===== config.mk =====
export PLATFORM = sky130hd
export DESIGN_NAME = cdly_div
export DESIGN_NICKNAME = d
export VERILOG_FILES = /design/src/hw/rtl/cdly_pkg.sv /design/src/hw/rtl/cdly_div.sv
export SDC_FILE = /design/constraint.sdc
export NUM_CORES = 1
export LEC_CHECK = 0
export ABC_AREA = 1
export BUFFER_PORTS_ARGS = -buffer_cell sky130_fd_sc_hd__buf_2
export CORE_MARGIN = 2
export CORE_UTILIZATION = 40
export CTS_CLUSTER_DIAMETER = 150
export CTS_CLUSTER_SIZE = 14
export DETAILED_ROUTE_END_ITERATION = 7
export PLACE_DENSITY_LB_ADDON = 0.3
export RECOVER_POWER = 50
export SLEW_MARGIN = 5
export SYNTH_ARGS = -nofsm -noshare
export SYNTH_HDL_FRONTEND = slang
export SYNTH_SLANG_ARGS = --single-unit

===== constraint.sdc =====
create_clock -name clock -period 2.59 [get_ports clock]
set_clock_uncertainty 0.05 [all_clocks]
set_input_delay 0.3885 -clock clock [delete_from_list [all_inputs] [get_ports clock]]
set_output_delay 0.3885 -clock clock [all_outputs]
set_load 0.02 [all_outputs]

===== src/hw/rtl/cdly_pkg.sv =====
`timescale 1ns / 1ps
// ----------------------------------------------------------------------------
// Chorus delay package
// Shared constants, register codes and the sine table generator.
// ----------------------------------------------------------------------------
package cdly_pkg;

   localparam int BUF_DEPTH_DEF       = 65536;
   localparam int MAX_VOICES_DEF      = 8;
   localparam int SINE_TABLE_BITS_DEF = 10;

   localparam int SAMPLE_W = 24;
   localparam int LFO_W    = 16;
   localparam int CSR_IDX_W = 3;
   localparam int CSR_DATA_W = 32;

   localparam longint HALF_PI_Q30 = 64'sd1686629713;

   typedef enum logic [CSR_IDX_W-1:0] {
      CSR_PHASE_STEP = 3'd0,
      CSR_BASE_DELAY = 3'd1,
      CSR_DEPTH      = 3'd2,
      CSR_VOICES     = 3'd3,
      CSR_MIX        = 3'd4,
      CSR_BUF_LEN    = 3'd5
   } csr_index_type;

   // 32767*sin(pi/2 * r/Q), Q = 2^(bits-2), Taylor series in Q30
   function automatic logic signed [LFO_W-1:0] quarter_sine(longint r, int bits);
      longint x;
      longint x2;
      longint term;
      longint sum;
      longint res;
      begin
         x    = (HALF_PI_Q30 * r) >>> (bits - 2);
         x2   = (x * x) >>> 30;
         term = x;
         sum  = x;
         for (int n = 1; n <= 6; n++) begin
            term = (term * x2) >>> 30;
            case (n)
               1: term = term / 6;
               2: term = term / 20;
               3: term = term / 42;
               4: term = term / 72;
               5: term = term / 110;
               default: term = term / 156;
            endcase
            if (n % 2 == 1) sum = sum - term;
            else            sum = sum + term;
         end
         if (sum < 0) sum = 0;
         res = (sum * 32767 + 64'sd536870912) >>> 30;
         return LFO_W'(res);
      end
   endfunction

   function automatic logic signed [LFO_W-1:0] sine_value(int k, int bits);
      int quad;
      int r;
      int q;
      logic signed [LFO_W-1:0] v;
      begin
         q    = 1 << (bits - 2);
         quad = k >> (bits - 2);
         r    = k & (q - 1);
         if (quad % 2 == 1) v = quarter_sine(longint'(q - r), bits);
         else               v = quarter_sine(longint'(r), bits);
         if ((quad / 2) % 2 == 1) v = -v;
         return v;
      end
   endfunction

endpackage


===== src/hw/rtl/cdly_div.sv =====
`timescale 1ns / 1ps
// ----------------------------------------------------------------------------
// Chorus delay divider
// Two-lane serial restoring divider, signed numerator, truncates toward zero.
// ----------------------------------------------------------------------------
module cdly_div
   import cdly_pkg::*;
#(
   parameter int NUM_W = 38,
   parameter int DEN_W = 4
) (
   input  logic                    clock,
   input  logic                    reset,
   input  logic                    start,
   input  logic signed [NUM_W-1:0] num_l,
   input  logic signed [NUM_W-1:0] num_r,
   input  logic        [DEN_W-1:0] den,
   output logic                    done,
   output logic signed [NUM_W-1:0] quo_l,
   output logic signed [NUM_W-1:0] quo_r
);

   localparam int CNT_W = $clog2(NUM_W + 1);

   logic             busy_ff;
   logic             done_ff;
   logic [CNT_W-1:0] cnt_ff;
   logic [DEN_W-1:0] den_ff;
   logic [NUM_W-1:0] q_ff   [2];
   logic [DEN_W:0]   rem_ff [2];
   logic             neg_ff [2];
   logic [NUM_W-1:0] q_in   [2];
   logic [DEN_W:0]   rem_in [2];

   always_comb begin
      for (int k = 0; k < 2; k++) begin
         logic [DEN_W:0] sh;
         sh = {rem_ff[k][DEN_W-1:0], q_ff[k][NUM_W-1]};
         q_in[k] = {q_ff[k][NUM_W-2:0], 1'b0};
         if (sh >= {1'b0, den_ff}) begin
            rem_in[k] = sh - {1'b0, den_ff};
            q_in[k][0] = 1'b1;
         end else begin
            rem_in[k] = sh;
         end
      end
   end

   always_ff @(posedge clock) begin
      if (reset) begin
         busy_ff <= 1'b0;
         done_ff <= 1'b0;
         cnt_ff  <= '0;
      end else begin
         done_ff <= 1'b0;
         if (start) begin
            busy_ff <= 1'b1;
            cnt_ff  <= '0;
         end else if (busy_ff) begin
            cnt_ff <= cnt_ff + 1'b1;
            if (cnt_ff == CNT_W'(NUM_W - 1)) begin
               busy_ff <= 1'b0;
               done_ff <= 1'b1;
            end
         end
      end
   end

   always_ff @(posedge clock) begin
      if (start) begin
         den_ff    <= den;
         neg_ff[0] <= num_l[NUM_W-1];
         neg_ff[1] <= num_r[NUM_W-1];
         q_ff[0]   <= num_l[NUM_W-1] ? -num_l : num_l;
         q_ff[1]   <= num_r[NUM_W-1] ? -num_r : num_r;
         rem_ff[0] <= '0;
         rem_ff[1] <= '0;
      end else if (busy_ff) begin
         q_ff   <= q_in;
         rem_ff <= rem_in;
      end
   end

   assign done  = done_ff;
   assign quo_l = neg_ff[0] ? -signed'(q_ff[0]) : signed'(q_ff[0]);
   assign quo_r = neg_ff[1] ? -signed'(q_ff[1]) : signed'(q_ff[1]);

endmodule


==> metrics <==
Required @ worst endpoint 2.15 ns; logic depth of the worst path, buffers included 8; overflow left after global routing 0; buffer and inverter count on the worst path 3; number of hold violations in the final report 0; total global routing track utilization 23.6%; crit start category register; MaxCap Viol Count 0; critical path class reg -> out; area added between synthesis and finish 20.1%; R2R Setup Slk between 0.2 and 0.3 ns; area share of the leading cell type in the synthesized netlist 28.1%; final RePlAce weighted congestion 0.940; cell repeated most along the worst path buf_6; layout filler cell count 2240; cell accounting for the most synthesized area edfxtp_1; estimated wirelength of the detail-placed design 22.3 mm; launch point of the worst hold path den[2]; highest fanout seen on the critical path 5; initial core utilization 40.4%; commonest cells after routing, fill and taps aside nand2_1 (404), nor2_1 (175), buf_2 (143); count of different cell masters after synthesis 41; Fmax 389 MHz; Reg-to-Reg End q_ff[36]$_DFFE_PP_; final setup slack of the worst path ~0.021 ns; area inside the core boundary around 22000 um2; peak per-stage delay on the critical path 0.41 ns; FF-to-FF path depth 3; run status completed; 1st-pass router iterations 5; Clock Path Buffers 2; CTS tree done; Slowest-stage cell, CP edfxtp_1; largest net degree at the start of global routing 46; min Tclk post-route 2.57 ns; largest cells by area after synthesis edfxtp_1 (28%), nand2_1 (18%), nor2_1 (8.0%); final setup fails 0; clock latency on the worst-skew pair 0.37 ns; total number of vias 9292; unrepaired setup endpoints after global routing yes; Period Utilization, post-route 99.2%; post-synthesis instance area ~9000 um2; via density per instance 5.18; Leakage 0.00476 uW; share of layout cells above drive strength 1 a little under 20%; antenna violations before repair 4; critical path's top delay family simple AND/OR/NAND/NOR gates; commonest non-fill, non-tap cell in the layout nand2_1; category of the worst setup path capture point primary output; floorplan die width approximately 150 um; number of nets in the finished design 1604; Die Area approximately 23000 um2; number of pins with negative max-slew slack in the final report 0; Reg clk slew, reported paths 0.08 ns; drt initial violations roughly 810; buffer cell driving the clock tree root clkbuf_16; origin of the worst setup path q_ff[0]$_DFFE_PP_; Setup TNS Final 0 ns; number of clock sinks between 90 and 100; power density over the cells 523 nW/um2; Hold Crit Class in -> reg; Crit Reg-Reg Startpoint busy_ff$_SDFF_PP0_; CTS buffer count 9; wire length after detailed routing roughly 28 mm; Die Y roughly 150 um; last element of the critical path quo_r[19]; arrival time at the worst endpoint roughly 2.1 ns; worst-case headroom to the max-slew limit between 30% and 40%; via count of the first global-routing pass ~8400; synthesized flop and latch total 98; post-route antenna net violation count 0; H-Tree Depth 3; number of placement rows 54; post-cts hold buffer count 0; Mapped Avg Cell Area between 6 and 7 um2; sequential area share after synthesis a little under a third; worst path cell trace inv_2 > buf_6 > nand4_1 > nor2_2 > nand2_2 > o21ai_4 > xor2_2 > buf_6; post-synthesis instance total between 1000 and 1500; IO Pins 160; # DRC 0; number of buffers added on ports 159; instance count along the most critical hold path 1; global-route wire length before repair ~44 mm; maximum vdd drop 267 uV; count of yosys warnings during synthesis 0; post-DR wirelength/cell approximately 16 um; pre-CTS setup slack 0.328 ns; Post-Syn Nets 1436; slew at the pin closest to its max-slew limit between 1 and 1.5 ns
synthesized netlist by cell type:
cell type	instances
nand2_1	417
nor2_1	186
nand3_1	134
inv_1	121
edfxtp_1	82
o21ai_0	80
xor2_1	57
nand4_1	35
xnor2_1	24
buf_2	19
a21oi_1	17
dfxtp_1	16
o21ai_1	16
ha_1	14
clkbuf_1	11
inv_2	11
nor2_2	11
nand2_2	9
nand3b_1	9
nor2_4	9
o22ai_1	7
o211ai_1	6
a31oi_1	5
nor3_1	5
or2_2	5
buf_4	4
nor4_1	4
buf_1	3
o21ai_2	3
a211oi_1	2
a21o_1	2
fa_1	2
nand3_2	2
nand4_2	2
buf_6	1
nor3_2	1
o21a_1	1
o21ai_4	1
o21bai_1	1
o31ai_1	1
or3_1	1
cell type report:
type | instances | area (um2) | area share [%]
multi-input cells | 1069 | 5490 | 52.2
flip-flops and latches | 98 | 2780 | 26.4
repair buffers | 195 | 1110 | 10.5
inverters | 132 | 497 | 4.72
well taps | 280 | 350 | 3.33
clock buffers | 9 | 225 | 2.14
clock inverters | 7 | 60.1 | 0.571
diodes | 4 | 10.0 | 0.0951
flip-flops by register name, indices dropped and copies added (netlist names):
| name | count |
|---|---|
| cnt_ff | 6 |
| den_ff | 4 |
| q_ff | 76 |
| done | 1 |
| busy_ff | 1 |
| rem_ff | 8 |
| neg_ff | 2 |
how the worst min path moves through the flow:
stage,slack [ns],to
after floorplan,0.37,rem_ff[8]$_SDFFE_PP0P_
after global placement,0.39,rem_ff[3]$_SDFFE_PP0P_
after detailed placement,0.40,rem_ff[3]$_SDFFE_PP0P_
after CTS,0.13,den_ff[2]$_DFFE_PP_
after global routing,0.13,den_ff[2]$_DFFE_PP_
final,0.14,den_ff[2]$_DFFE_PP_
cells by family after synthesis:
group | share of synthesized area [%]
xor gates and xnor gates | 8.10
adders and majority gates | 2.46
AOI/OAI and AO/OA | 8.91
buffers and inverters | 7.81
DFF | 31.8
and+or+nand+nor | 41.0
stage by stage:
step	hold WS (ns)	instance area (um2)	power, uW	cells	utilization [%]
finish	0.135	10500	5500	1794	48.5
global route	0.130	10500	5800	1794	48.5
CTS	0.134	10200	5390	1771	47.1
detailed placement	0.397	9850	4020	1750	45.4
global placement	0.391	9850	4000	1750	45.4
floorplan	0.371	8770	3360	1337	-
routing by layer:
layer | vias up | global-route usage, % | wire length [um] | share of wire, %
met2 | 292 | 37.8 | 13200 | 47
met5 | - | 0 | 0 | 0
met1 | 4225 | 31.9 | 12700 | 45
met4 | 0 | 9.57 | 920 | 3.2
met3 | 56 | 3.71 | 1520 | 5.4
li1 | 4719 | - | - | -
power by group:
group / leakage (uW) / internal [uW] / total [uW] / switching (uW)
registers: 0.000968 / 1930 / 2110 / 181
clock network: 0.000144 / 670 / 1350 / 676
logic: 0.00365 / 699 / 2050 / 1350
total: 0.00476 / 3300 / 5500 / 2200
what timing repair did:
action	4_1_cts	5_1_grt
buffers inserted	5	19
gates resized for setup	12	65
pin swaps	2	17
endpoints found under the hold margin	0	0
endpoints found under the setup margin	11	33
worst register-to-register path, cell delays in order, from the launching register on:
cell and delay, ns:
dfxtp_1 0.39, nor2_1 0.20, clkinvlp_2 0.77, clkbuf_4 0.59
Power figures use the tool's default switching activity.
